--- src/hdl/brod_pkg.sv ---
// ---------------------------------------------------------------------------
// brod_pkg
// Shared widths, constants, register indexes and types of the band run
// onset detector.
// ---------------------------------------------------------------------------
package brod_pkg;

    localparam int DATA_W        = 16;
    localparam int CNT_W         = 17;
    localparam int CFG_IDX_W     = 3;
    localparam int OUTCOME_W     = 2;
    localparam int PATTERN_DEPTH = 6;
    localparam int QUEUE_DEPTH   = 2;

    // completed run count only matters up to this value
    localparam int RUNS_W   = 4;
    localparam int RUNS_SAT = PATTERN_DEPTH + 2;

    // four run lengths summed, and that sum plus one more
    localparam int SUM4_W = CNT_W + 2;
    localparam int TAIL_W = CNT_W + 3;

    localparam logic [CNT_W-1:0]  CNT_MAX   = {CNT_W{1'b1}};
    localparam logic [DATA_W-1:0] INDEX_MAX = {DATA_W{1'b1}};

    // configuration register indexes
    localparam logic [CFG_IDX_W-1:0] REG_BAND_LOW     = 3'd0;
    localparam logic [CFG_IDX_W-1:0] REG_BAND_HIGH    = 3'd1;
    localparam logic [CFG_IDX_W-1:0] REG_LONG_RUN_MIN = 3'd2;
    localparam logic [CFG_IDX_W-1:0] REG_NOISE_MAX    = 3'd3;

    // configuration reset values
    localparam logic [DATA_W-1:0] RST_BAND_LOW     = 16'd77;
    localparam logic [DATA_W-1:0] RST_BAND_HIGH    = 16'd384;
    localparam logic [DATA_W-1:0] RST_LONG_RUN_MIN = 16'd50;
    localparam logic [DATA_W-1:0] RST_NOISE_MAX    = 16'd10;

    // outcome codes
    localparam logic [OUTCOME_W-1:0] OUTCOME_FOUND    = 2'd0;
    localparam logic [OUTCOME_W-1:0] OUTCOME_NO_MATCH = 2'd1;
    localparam logic [OUTCOME_W-1:0] OUTCOME_NO_RUNS  = 2'd2;

    // classified sample handed from front to back
    typedef struct packed {
        logic in_band;
        logic last;
    } t_q_item;

    // pattern thresholds used by the back part
    typedef struct packed {
        logic [DATA_W-1:0] long_run_min;
        logic [DATA_W-1:0] noise_max;
    } t_back_cfg;

endpackage

--- src/hdl/band_run_onset_detector.sv ---
// ---------------------------------------------------------------------------
// band_run_onset_detector
// Finds the onset of an in-band run after a long out-of-band run in a
// record of signed Q8.8 samples.
// ---------------------------------------------------------------------------
// Usage:
//   input channel  i_in_valid / o_in_ready carries one sample per item with
//   i_last_sample marking the end of a record. output channel o_out_valid /
//   i_out_ready carries one result per record: o_onset_index and o_outcome
//   (found, no match, no completed runs).
//   config port: i_cfg_we writes i_cfg_data to register i_cfg_index
//   (band_low, band_high, long_run_min, noise_max); other indexes are ignored.
//   Write it only while the block is idle.
// Timing:
//   one sample per cycle while o_in_ready is high. the front classifies the
//   sample into a two-entry queue; the back part takes one queue entry per
//   cycle and registers the result of the last sample on o_out_valid.
//   when the receiver stalls, the result register holds and samples keep
//   flowing until the next final sample, which waits in the queue; the queue
//   then fills and o_in_ready falls.
// Reset:
//   synchronous, active low: registers return to their defaults, the record
//   state clears and the queue empties.
// ---------------------------------------------------------------------------
module band_run_onset_detector #(
    parameter int QUEUE_DEPTH = brod_pkg::QUEUE_DEPTH
) (
    input  logic                                   i_clk,
    input  logic                                   i_rst_n,
    input  logic                                   i_cfg_we,
    input  logic [brod_pkg::CFG_IDX_W-1:0]         i_cfg_index,
    input  logic [brod_pkg::DATA_W-1:0]            i_cfg_data,
    input  logic                                   i_in_valid,
    output logic                                   o_in_ready,
    input  logic signed [brod_pkg::DATA_W-1:0]     i_sample_value,
    input  logic                                   i_last_sample,
    output logic                                   o_out_valid,
    input  logic                                   i_out_ready,
    output logic [brod_pkg::DATA_W-1:0]            o_onset_index,
    output logic [brod_pkg::OUTCOME_W-1:0]         o_outcome
);

    logic [brod_pkg::DATA_W-1:0] r_band_low;
    logic [brod_pkg::DATA_W-1:0] r_band_high;
    logic [brod_pkg::DATA_W-1:0] r_long_run_min;
    logic [brod_pkg::DATA_W-1:0] r_noise_max;

    brod_pkg::t_back_cfg back_cfg;
    brod_pkg::t_q_item   push_item;
    brod_pkg::t_q_item   pop_item;
    logic                push_valid;
    logic                push_ready;
    logic                pop_valid;
    logic                pop_ready;

    always_ff @(posedge i_clk) begin
        if (!i_rst_n) begin
            r_band_low     <= brod_pkg::RST_BAND_LOW;
            r_band_high    <= brod_pkg::RST_BAND_HIGH;
            r_long_run_min <= brod_pkg::RST_LONG_RUN_MIN;
            r_noise_max    <= brod_pkg::RST_NOISE_MAX;
        end else if (i_cfg_we) begin
            case (i_cfg_index)
                brod_pkg::REG_BAND_LOW:     r_band_low     <= i_cfg_data;
                brod_pkg::REG_BAND_HIGH:    r_band_high    <= i_cfg_data;
                brod_pkg::REG_LONG_RUN_MIN: r_long_run_min <= i_cfg_data;
                brod_pkg::REG_NOISE_MAX:    r_noise_max    <= i_cfg_data;
                default: ;
            endcase
        end
    end

    assign back_cfg.long_run_min = r_long_run_min;
    assign back_cfg.noise_max    = r_noise_max;

    brod_front u_front (
        .i_in_valid     (i_in_valid),
        .o_in_ready     (o_in_ready),
        .i_sample_value (i_sample_value),
        .i_last_sample  (i_last_sample),
        .i_band_low     ($signed(r_band_low)),
        .i_band_high    ($signed(r_band_high)),
        .o_push_valid   (push_valid),
        .i_push_ready   (push_ready),
        .o_push_item    (push_item)
    );

    brod_queue #(
        .DEPTH (QUEUE_DEPTH)
    ) u_queue (
        .i_clk        (i_clk),
        .i_rst_n      (i_rst_n),
        .i_push_valid (push_valid),
        .o_push_ready (push_ready),
        .i_push_item  (push_item),
        .o_pop_valid  (pop_valid),
        .i_pop_ready  (pop_ready),
        .o_pop_item   (pop_item)
    );

    brod_back u_back (
        .i_clk         (i_clk),
        .i_rst_n       (i_rst_n),
        .i_cfg         (back_cfg),
        .i_pop_valid   (pop_valid),
        .o_pop_ready   (pop_ready),
        .i_pop_item    (pop_item),
        .o_out_valid   (o_out_valid),
        .i_out_ready   (i_out_ready),
        .o_onset_index (o_onset_index),
        .o_outcome     (o_outcome)
    );

endmodule

--- src/hdl/brod_front.sv ---
// ---------------------------------------------------------------------------
// brod_front
// Accepts samples and classifies each one as in-band or out-of-band
// against the exclusive signed bounds.
// ---------------------------------------------------------------------------
module brod_front (
    input  logic                              i_in_valid,
    output logic                              o_in_ready,
    input  logic signed [brod_pkg::DATA_W-1:0] i_sample_value,
    input  logic                              i_last_sample,
    input  logic signed [brod_pkg::DATA_W-1:0] i_band_low,
    input  logic signed [brod_pkg::DATA_W-1:0] i_band_high,
    output logic                              o_push_valid,
    input  logic                              i_push_ready,
    output brod_pkg::t_q_item                 o_push_item
);

    logic in_band;

    // an empty or inverted band never matches
    assign in_band = (i_sample_value > i_band_low) && (i_sample_value < i_band_high);

    assign o_in_ready           = i_push_ready;
    assign o_push_valid         = i_in_valid;
    assign o_push_item.in_band  = in_band;
    assign o_push_item.last     = i_last_sample;

endmodule

--- src/hdl/brod_queue.sv ---
// ---------------------------------------------------------------------------
// brod_queue
// Small first-in first-out queue of classified samples between the front
// and the back part.
// ---------------------------------------------------------------------------
module brod_queue #(
    parameter int DEPTH = brod_pkg::QUEUE_DEPTH
) (
    input  logic              i_clk,
    input  logic              i_rst_n,
    input  logic              i_push_valid,
    output logic              o_push_ready,
    input  brod_pkg::t_q_item i_push_item,
    output logic              o_pop_valid,
    input  logic              i_pop_ready,
    output brod_pkg::t_q_item o_pop_item
);

    localparam int PTR_W = $clog2(DEPTH);
    localparam int CNT_W = $clog2(DEPTH + 1);
    localparam logic [PTR_W-1:0] PTR_LAST = PTR_W'(DEPTH - 1);
    localparam logic [CNT_W-1:0] CNT_FULL = CNT_W'(DEPTH);

    brod_pkg::t_q_item r_mem [DEPTH];
    logic [PTR_W-1:0]  r_wr_ptr;
    logic [PTR_W-1:0]  r_rd_ptr;
    logic [CNT_W-1:0]  r_count;
    logic              push;
    logic              pop;

    assign o_push_ready = (r_count != CNT_FULL);
    assign o_pop_valid  = (r_count != '0);
    assign o_pop_item   = r_mem[r_rd_ptr];
    assign push         = i_push_valid && o_push_ready;
    assign pop          = o_pop_valid && i_pop_ready;

    always_ff @(posedge i_clk) begin
        if (push) begin
            r_mem[r_wr_ptr] <= i_push_item;
        end
    end

    always_ff @(posedge i_clk) begin
        if (!i_rst_n) begin
            r_wr_ptr <= '0;
            r_rd_ptr <= '0;
            r_count  <= '0;
        end else begin
            if (push) begin
                r_wr_ptr <= (r_wr_ptr == PTR_LAST) ? '0 : r_wr_ptr + PTR_W'(1);
            end
            if (pop) begin
                r_rd_ptr <= (r_rd_ptr == PTR_LAST) ? '0 : r_rd_ptr + PTR_W'(1);
            end
            if (push && !pop) begin
                r_count <= r_count + CNT_W'(1);
            end else if (pop && !push) begin
                r_count <= r_count - CNT_W'(1);
            end
        end
    end

endmodule

--- src/hdl/brod_back.sv ---
// ---------------------------------------------------------------------------
// brod_back
// Run-length encodes classified samples, tests the window of completed runs
// for an onset pattern and registers the per-record result.
// ---------------------------------------------------------------------------
module brod_back (
    input  logic                                 i_clk,
    input  logic                                 i_rst_n,
    input  brod_pkg::t_back_cfg                  i_cfg,
    input  logic                                 i_pop_valid,
    output logic                                 o_pop_ready,
    input  brod_pkg::t_q_item                    i_pop_item,
    output logic                                 o_out_valid,
    input  logic                                 i_out_ready,
    output logic [brod_pkg::DATA_W-1:0]          o_onset_index,
    output logic [brod_pkg::OUTCOME_W-1:0]       o_outcome
);

    localparam int CW = brod_pkg::CNT_W;
    localparam int PD = brod_pkg::PATTERN_DEPTH;
    localparam int RW = brod_pkg::RUNS_W;
    localparam int SW = brod_pkg::SUM4_W;
    localparam int TW = brod_pkg::TAIL_W;
    localparam int DW = brod_pkg::DATA_W;
    localparam logic [RW-1:0] RUNS_SAT = RW'(brod_pkg::RUNS_SAT);

    logic          r_started;
    logic          r_phase;
    logic [CW-1:0] r_cur;
    logic [RW-1:0] r_runs;
    logic [CW-1:0] r_win [PD];
    logic [CW-1:0] r_prefix;
    logic [SW-1:0] r_sum4;
    logic          r_latched;
    logic [DW-1:0] r_lidx;

    logic                          r_out_valid;
    logic [DW-1:0]                 r_onset;
    logic [brod_pkg::OUTCOME_W-1:0] r_outcome;

    logic          pop;
    logic          inb;
    logic          comp;
    logic          kind;
    logic [CW-1:0] len;
    logic          n_phase;
    logic [CW-1:0] n_cur;
    logic [RW-1:0] n_runs;
    logic [CW-1:0] n_win [PD];
    logic [CW:0]   psum;
    logic [CW-1:0] n_prefix;
    logic [SW-1:0] n_sum4;
    logic [TW-1:0] tail;
    logic [TW-1:0] pref_ext;
    logic [TW-1:0] diff;
    logic [DW-1:0] idx;
    logic [CW-1:0] lim_l;
    logic [CW-1:0] lim_n;
    logic          hit;
    logic          n_latched;
    logic [DW-1:0] n_lidx;
    logic [brod_pkg::OUTCOME_W-1:0] res_outcome;
    logic [DW-1:0] res_index;

    // a non-final sample never touches the output register
    assign o_pop_ready = !i_pop_item.last || !r_out_valid || i_out_ready;
    assign pop         = i_pop_valid && o_pop_ready;
    assign inb         = i_pop_item.in_band;

    assign lim_l = CW'(i_cfg.long_run_min);
    assign lim_n = CW'(i_cfg.noise_max);

    always_comb begin
        comp    = 1'b0;
        kind    = 1'b0;
        len     = '0;
        n_phase = r_phase;
        n_cur   = r_cur;
        if (!r_started && inb) begin
            // record opens in-band: empty out-of-band run completes first
            comp    = 1'b1;
            n_phase = 1'b1;
            n_cur   = CW'(1);
        end else if (inb == r_phase) begin
            n_cur = (r_cur == brod_pkg::CNT_MAX) ? r_cur : r_cur + CW'(1);
        end else begin
            comp    = 1'b1;
            kind    = r_phase;
            len     = r_cur;
            n_phase = !r_phase;
            n_cur   = CW'(1);
        end
    end

    always_comb begin
        for (int k = 0; k < PD - 1; k++) begin
            n_win[k] = r_win[k + 1];
        end
        n_win[PD-1] = len;
    end

    assign psum     = {1'b0, r_prefix} + {1'b0, len};
    assign n_prefix = psum[CW] ? brod_pkg::CNT_MAX : psum[CW-1:0];
    assign n_sum4   = r_sum4 - SW'(r_win[2]) + SW'(len);
    assign n_runs   = (r_runs == RUNS_SAT) ? r_runs : r_runs + RW'(1);

    // onset index is the prefix through the long run: total minus the five after it
    assign tail     = TW'(r_sum4) + TW'(len);
    assign pref_ext = TW'(n_prefix);
    assign diff     = (pref_ext > tail) ? pref_ext - tail : '0;
    assign idx      = (diff > TW'(brod_pkg::INDEX_MAX)) ? brod_pkg::INDEX_MAX : diff[DW-1:0];

    // window after the shift: n_win[0..5]
    assign hit = (n_win[0] > lim_l) &&
                 ((n_win[1] >= lim_n) ||
                  ((n_win[2] < lim_n) &&
                   ((n_win[3] > lim_n) || ((n_win[4] < lim_n) && (n_win[5] > lim_n)))));

    always_comb begin
        n_latched = r_latched;
        n_lidx    = r_lidx;
        if (comp && kind && (n_runs == RUNS_SAT) && !r_latched && hit) begin
            n_latched = 1'b1;
            n_lidx    = idx;
        end
    end

    always_comb begin
        res_index = '0;
        if ((comp ? n_runs : r_runs) == '0) begin
            res_outcome = brod_pkg::OUTCOME_NO_RUNS;
        end else if (n_latched) begin
            res_outcome = brod_pkg::OUTCOME_FOUND;
            res_index   = n_lidx;
        end else begin
            res_outcome = brod_pkg::OUTCOME_NO_MATCH;
        end
    end

    always_ff @(posedge i_clk) begin
        if (!i_rst_n) begin
            r_started <= 1'b0;
            r_phase   <= 1'b0;
            r_cur     <= '0;
            r_runs    <= '0;
            r_prefix  <= '0;
            r_sum4    <= '0;
            r_latched <= 1'b0;
            r_lidx    <= '0;
            for (int k = 0; k < PD; k++) begin
                r_win[k] <= '0;
            end
        end else if (pop) begin
            if (i_pop_item.last) begin
                r_started <= 1'b0;
                r_phase   <= 1'b0;
                r_cur     <= '0;
                r_runs    <= '0;
                r_prefix  <= '0;
                r_sum4    <= '0;
                r_latched <= 1'b0;
                r_lidx    <= '0;
                for (int k = 0; k < PD; k++) begin
                    r_win[k] <= '0;
                end
            end else begin
                r_started <= 1'b1;
                r_phase   <= n_phase;
                r_cur     <= n_cur;
                r_latched <= n_latched;
                r_lidx    <= n_lidx;
                if (comp) begin
                    r_runs   <= n_runs;
                    r_prefix <= n_prefix;
                    r_sum4   <= n_sum4;
                    for (int k = 0; k < PD; k++) begin
                        r_win[k] <= n_win[k];
                    end
                end
            end
        end
    end

    always_ff @(posedge i_clk) begin
        if (!i_rst_n) begin
            r_out_valid <= 1'b0;
        end else if (pop && i_pop_item.last) begin
            r_out_valid <= 1'b1;
        end else if (i_out_ready) begin
            r_out_valid <= 1'b0;
        end
    end

    always_ff @(posedge i_clk) begin
        if (pop && i_pop_item.last) begin
            r_onset   <= res_index;
            r_outcome <= res_outcome;
        end
    end

    assign o_out_valid   = r_out_valid;
    assign o_onset_index = r_onset;
    assign o_outcome     = r_outcome;

endmodule
--- config.mk ---
export PLATFORM = sky130hd
export DESIGN_NAME = band_run_onset_detector
export DESIGN_NICKNAME = d
export VERILOG_FILES = /design/src/hdl/brod_pkg.sv /design/src/hdl/band_run_onset_detector.sv /design/src/hdl/brod_front.sv /design/src/hdl/brod_queue.sv /design/src/hdl/brod_back.sv
export SDC_FILE = /design/constraint.sdc
export NUM_CORES = 1
export LEC_CHECK = 0
export BUFFER_PORTS_ARGS = -buffer_cell sky130_fd_sc_hd__buf_2
export CAP_MARGIN = 30
export CORE_MARGIN = 10
export CORE_UTILIZATION = 50
export DETAILED_ROUTE_END_ITERATION = 7
export PLACE_DENSITY = 0.76
export SLEW_MARGIN = 25
export SYNTH_ARGS = -nofsm -noshare
export SYNTH_HDL_FRONTEND = slang
export SYNTH_SLANG_ARGS = --single-unit
--- constraint.sdc ---
create_clock -name i_clk -period 8.9 [get_ports i_clk]
set_input_delay 0.89 -clock i_clk [delete_from_list [all_inputs] [get_ports i_clk]]
set_output_delay 0.89 -clock i_clk [all_outputs]
set_load 0.02 [all_outputs]
==> out/metrics.cfg, run 1 <==
[drt]
vias = 14479
vias_per_cell = 6.114
wire_per_inst_um = 19.82
routed_wl_um = 46930
drt_iter0_drc = 1244
dr.pass1.iters = 6
ant_nets = 0
drt_drc_violations_left = 0

[synth]
synthArstFlopShare_pct = 0
yosysTopAreaCell = edfxtp_1
synth_top_family_by_area = compound AO/OA/AOI/OAI gates
synth_compound_area_share_pct = 19.02
yosys_warnings = 0
synthAdderAreaFrac_pct = 17.29
synth_seq_cells = 253
syn_inst = 1862
syn-num-nets = 2122
synth_area_per_cell_um2 = 9.088
synthMuxAreaShare_pct = 0.7172
synth.area.top_cells = edfxtp_1 (19%), dfxtp_1 (17%), ha_1 (15%)
syn_area_mm2 = 0.01692
synth-simple-area-share_pct = 17.75
seq_area_frac_synth_pct = 36.26
synth_flop_cell = dfxtp_1
synth-edff-count = 107
synth_top_area_share_pct = 18.99
synth_cell_type_count = 92
synthXorXnorAreaFrac_pct = 3.364

[layout]
drive_above_1_share_pct = 10.11
fill_cells = 2840
fin_nets = 2157
syn_to_final_growth_pct = 10.85
design_area_mm2 = 0.01876
layout.cells.non_filler = 2368

[pwr]
p_per_area_mw_per_mm2 = 317.6
ir_worst_vdd_mv = 0.2334
finalPower_w = 0.005957
power_frac_clock_pct = 21.7
p_sw_share_pct = 43.36
leakagePower_nw = 8.038
pwr-share-comb_pct = 50.6
switchingPower_w = 0.002583
power_frac_seq_pct = 27.7
p_int_w = 0.003374

[floorplanning]
ios = 61
num_rows = 67
start_util_pct = 50.59
die_h_um = 204.0
core_area_mm2 = 0.03345
dieArea_mm2 = 0.04160
die_w_um = 204.0

[worst_setup_path]
start_kind = register
endpoint_kind = register
crit_path_top_delay_cell = or3b_2
required_ps = 9190
critPathBufInv = 6
reg2reg_to = u_back.o_onset_index[5]$_SDFFCE_PP0P_
crit_fanout = 19
cp_data_arrival_time_ps = 8320
r2r_slack_ps = 870
path_delay_family = compound AO/OA/AOI/OAI gates
path_depth = 30
r2r.worst_path.cells = 30
crit_end = u_back.o_onset_index[5]$_SDFFCE_PP0P_
path_class = register to register
cpPeakStageDelay_ps = 530

[run]
drv_cap = 0

[timing]
grt_setup_unrepaired = no
setup_viol_count_final = 0
tightest_slew_ps = 1028
tns_ps = 0
max_freq_mhz = 124.6
post-route-period-util_pct = 90.20
slew_viol_final = 0
finalCriticalPeriod_ps = 8028
setup_ws_ps = 872.3
max-slew-margin-rel_pct = 31.36
skew_ps = 49.22
hold_viol = 0

[placed_design]
portBuffers = 60
placed_cells = 2314
pre_cts_ws_ps = 991.6
place_congestion = 0.9104
hpwl_um = 34200
placed_area_mm2 = 0.01769

[global_route]
grt_max_degree = 89
antenna_found_initial = 1
grt_pass1_vias = 13786
grt_usage_pct = 21.59
overflow = 0
grt_pass1_wl_um = 73700

[clocking]
cts_hold_buf = 0
h-tree-depth = 1
cts.path.max_buffers = 3
tritoncts.num_buffers = 28
cts_resized = 0
cts_tree = built
clkTransAtPathRegs_ps = 60
cts_setup_buffers = 0
clock-sinks = 253
clk_latency_ps = 590
clockRootBuffer = clkbuf_16

[run_status]
status = finished clean

[hold_path]
hold_path.startpoint = r_noise_max[8]$_SDFFE_PN0P_
holdPathStages = 2
hold_class = register to register

==> stage by stage <==
| step | utilization, % | hold slack [ps] |
|---|---|---|
| 5_1_grt | 56.08 | 470.8 |
| 2_1_floorplan | - | 430.3 |
| 3_3_place_gp | 52.68 | 442.6 |
| 6_report | 56.08 | 455.7 |
| 4_1_cts | 55.99 | 456.3 |
| 3_5_place_dp | 52.88 | 447.1 |
==> cells by family after synthesis <==
family / after synthesis
XOR/XNOR: 65
AO/OA/AOI/OAI: 466
multiplexers: 11
buffers and inverters: 242
AND/OR/NAND/NOR: 602
adder cells (fa/ha/maj): 223
flip-flops: 253
==> state kept, by name, summed over array words and instances, names as in the netlist, 17 cells and up, named ones only <==
signal and count:
u_back.r_cur 17, u_back.r_prefix 17, u_back.r_sum4 19, u_back.r_win 85
==> cells in the mapped netlist, drive strengths merged, types with 13 or more instances <==
master and number:
or3b 14, nor2 111, o211ai 34, a211oi 21, xor2 36, xnor2 29
and3 74, nand2b 16, a21oi 140, nor2b 17, inv 170, fa 19
o22ai 13, o21a 13, a21o 37, dfxtp 146, o21ai 62, a22o 14
nand3 43, o32ai 17, nand2 211, nor3 26, a31oi 16, clkbuf 59
nand4 31, edfxtp 107, o2bb2ai 16, ha 200
==> layout make-up <==
type                            instances  area (um2)  area share, %
Antenna cell                            1       2.502        0.01334
Multi-Input combinational cell       1367        9891          52.73
Sequential cell                       253        6136          32.71
Inverter                              171       648.1          3.455
Clock buffer                           33       793.3          4.229
Clock inverter                         19       245.2          1.307
Tap cell                              448       560.5          2.988
Timing Repair Buffer                   76       480.5          2.562
==> worst register-to-register path: cells and delay by family (launching register included) <==
family          cells  cell delay (ps)
compound gates     11             2700
fa+ha+maj           5             1460
buf+inv             6             1160
flops               1              400
mux                 1              370
simple gates        7             1710
==> power by group through the flow <==
stage	logic, W	clock network (W)	registers (W)
finish	0.00301	0.00129	0.00165
global route	0.00331	0.00134	0.00167
CTS	0.00297	0.00130	0.00165
detailed placement	0.00295	0	0.00167
global placement	0.00285	0	0.00167
floorplan	0.00221	0	0.00162
==> cell usage in the layout (no fill, tap or decap), types with 25 or more instances in the layout <==
cell type / instances
xnor2_1: 29
a21o_1: 37
nor3_1: 25
nand3_1: 41
o211ai_1: 27
nand2_1: 211
and3_1: 74
o21ai_0: 52
nand4_1: 30
edfxtp_1: 107
a21oi_1: 139
xor2_1: 36
dfxtp_1: 146
inv_1: 168
ha_1: 200
buf_2: 60
clkbuf_16: 31
nor2_1: 109
==> routing by layer <==
metal	global-route usage (%)	vias up	share of wire, %	wire length (um)
met5	0	-	0	0
met4	5.316	0	2.2	1012
met3	2.869	84	7.0	3280
met2	35.91	499	47	21880
met1	29.11	7077	44	20760
li1	-	6819	-	-
==> worst min-delay path by stage <==
| stage | endpoint | slack (ps) |
|---|---|---|
| 6_report | r_noise_max[8]$_SDFFE_PN0P_ | 460 |
| 5_1_grt | r_band_high[5]$_SDFFE_PN0P_ | 470 |
| 4_1_cts | r_band_low[11]$_SDFFE_PN0P_ | 460 |
| 3_5_place_dp | r_noise_max[8]$_SDFFE_PN0P_ | 450 |
| 3_3_place_gp | r_band_high[3]$_SDFFE_PN0P_ | 440 |
| 2_1_floorplan | u_back.r_prefix[12]$_SDFFE_PN0P_ | 430 |
No activity file was read; power rests on OpenSTA's default activity.
==> run 2: changes to the inputs <==
- CELL_PAD_IN_SITES_DETAIL_PLACEMENT: default -> 0
- CELL_PAD_IN_SITES_GLOBAL_PLACEMENT: default -> 1
- CORE_UTILIZATION: 50 -> 49
- PLACE_DENSITY: 0.76 -> 0.9
==> run 2 against run 1 <==
- sequential share of layout area hardly changed
- clock skew fell by 27 ps
- hold slack lost 1.6 ps
==> out/metrics.cfg, run 2 (synthesized netlist as in run 1, its figures left out) <==
[run_status]
status = finished clean

[drt]
drt_drc_violations_left = 0
ant_nets = 0
wire_per_inst_um = 19.79
drt_iter0_drc = 1244
dr.pass1.iters = 5
routed_wl_um = 46850
vias_per_cell = 5.987
vias = 14177

[worst_setup_path]
start_kind = register
cp_data_arrival_time_ps = 7860
r2r_slack_ps = 1350
crit_path_top_delay_cell = or3b_2
crit_fanout = 19
required_ps = 9210
r2r.worst_path.cells = 30
endpoint_kind = register
reg2reg_to = u_back.o_onset_index[5]$_SDFFCE_PP0P_
path_class = register to register
cpPeakStageDelay_ps = 530

[global_route]
grt_pass1_vias = 13549
overflow = 0
grt_max_degree = 89
grt_pass1_wl_um = 74290
antenna_found_initial = 0
grt_usage_pct = 21.74

[timing]
tightest_slew_ps = 999.5
tns_ps = 0
skew_ps = 22.42
slew_viol_final = 0
finalCriticalPeriod_ps = 7545
grt_setup_unrepaired = no
setup_ws_ps = 1355
max_freq_mhz = 132.5
max-slew-margin-rel_pct = 33.29
hold_viol = 0
setup_viol_count_final = 0
post-route-period-util_pct = 84.78

[clocking]
clkTransAtPathRegs_ps = 60
cts_tree = built
clockRootBuffer = clkbuf_16
h-tree-depth = 1
clk_latency_ps = 580
clock-sinks = 253
cts_hold_buf = 0
cts_resized = 0
cts_setup_buffers = 0
tritoncts.num_buffers = 29
cts.path.max_buffers = 3

[layout]
syn_to_final_growth_pct = 10.78
largest_reg_flops = 85
drive_above_1_share_pct = 10.00
mostFrequentLayoutCell = nand2_1
layout.cells.non_filler = 2368
antenna_cells = 0
fin_nets = 2157
final_util_pct = 55.49
largest-register = u_back.r_win
layout_top_registers = u_back.r_win x85, u_back.r_sum4 x19
final_cell_mix = nand2_1 (211), ha_1 (200), inv_1 (168), dfxtp_1 (146), a21oi_1 (139)

[floorplanning]
die_w_um = 205.8
num_rows = 67
die_h_um = 205.8
start_util_pct = 50.09
ios = 61
core_area_mm2 = 0.03378
dieArea_mm2 = 0.04237

[placed_design]
placed_cells = 2313
portBuffers = 60
hpwl_um = 34370
pre_cts_ws_ps = 1427
place_congestion = 0.9077

[run]
drv_cap = 0

[hold_path]
hold_path.startpoint = r_band_low[12]$_SDFFE_PN0P_
holdPathStages = 2
holdPathEnd = r_band_low[12]$_SDFFE_PN0P_
hold_class = register to register

[pwr]
ir_worst_vdd_mv = 0.2124
p_per_area_mw_per_mm2 = 318.1
leakagePower_nw = 8.041

run 2: cell types whose count changed in the layout (fill, tap and decap cells not counted), moves of 2 or more:
cell,before,now
clkbuf_8,1,3
clkinv_4,3,1
clkinv_2,6,9
inv_6,2,0
inv_4,2,0
clkinv_1,0,2
run 2: per-stage QoR:
stage | cell area, um2 | hold slack (ps) | total power, W
CTS | 18720 | 455.4 | 0.005944
floorplan | 16920 | 430.3 | 0.003831
detailed placement | 17660 | 446.6 | 0.004607
finish | 18750 | 454.0 | 0.005963
global placement | 17620 | 438.9 | 0.004536
global route | 18750 | 467.7 | 0.006365
run 2: worst max-delay path by stage:
| stage | slack (ps) | depth (start not counted) | to | startpoint |
|---|---|---|---|---|
| finish | 1350 | 30 | u_back.o_onset_index[5]$_SDFFCE_PP0P_ | register |
| global route | 720 | 30 | u_back.o_onset_index[5]$_SDFFCE_PP0P_ | register |
| CTS | 1390 | 30 | u_back.o_onset_index[5]$_SDFFCE_PP0P_ | register |
| detailed placement | 1430 | 30 | u_back.o_onset_index[5]$_SDFFCE_PP0P_ | register |
| global placement | 1620 | 30 | u_back.o_onset_index[2]$_SDFFCE_PP0P_ | register |
| floorplan | 2220 | 27 | u_back.o_onset_index[12]$_SDFFCE_PP0P_ | register |
run 2: final cells by class:
| cell class | instances | area, um2 |
|---|---|---|
| sequential | 253 | 6136 |
| tap | 448 | 560.5 |
| clock inverter | 18 | 232.7 |
| multi-input combinational | 1367 | 9891 |
| inverter | 171 | 648.1 |
| fill | 2975 | 15040 |
| clock buffer | 36 | 824.5 |
| timing repair buffer | 75 | 452.9 |
run 2: per-layer routing:
layer / track usage [%] / vias to the layer above / wire [um]
met4: 6.281 / 0 / 1262
met3: 2.689 / 87 / 3066
met5: 0 / - / 0
li1: - / 6840 / -
met2: 34.20 / 481 / 21110
met1: 30.70 / 6769 / 21420
run 2: report_power, final:
part | internal (W) | total, W | switching (W)
Combinational | 0.00113 | 0.00299 | 0.00186
Sequential | 0.00147 | 0.00166 | 0.000183
Clock | 0.000803 | 0.00132 | 0.000517
Total | 0.00340 | 0.00596 | 0.00256
run 2: worst max-delay path, delay by kind of cell (launching register included):
kind | cells | cell delay, ps
flip-flops | 1 | 400
AND/OR/NAND/NOR | 7 | 1680
adder cells (fa/ha/maj) | 5 | 1430
buffers and inverters | 6 | 1110
multiplexers | 1 | 370
AO/OA/AOI/OAI | 11 | 2250
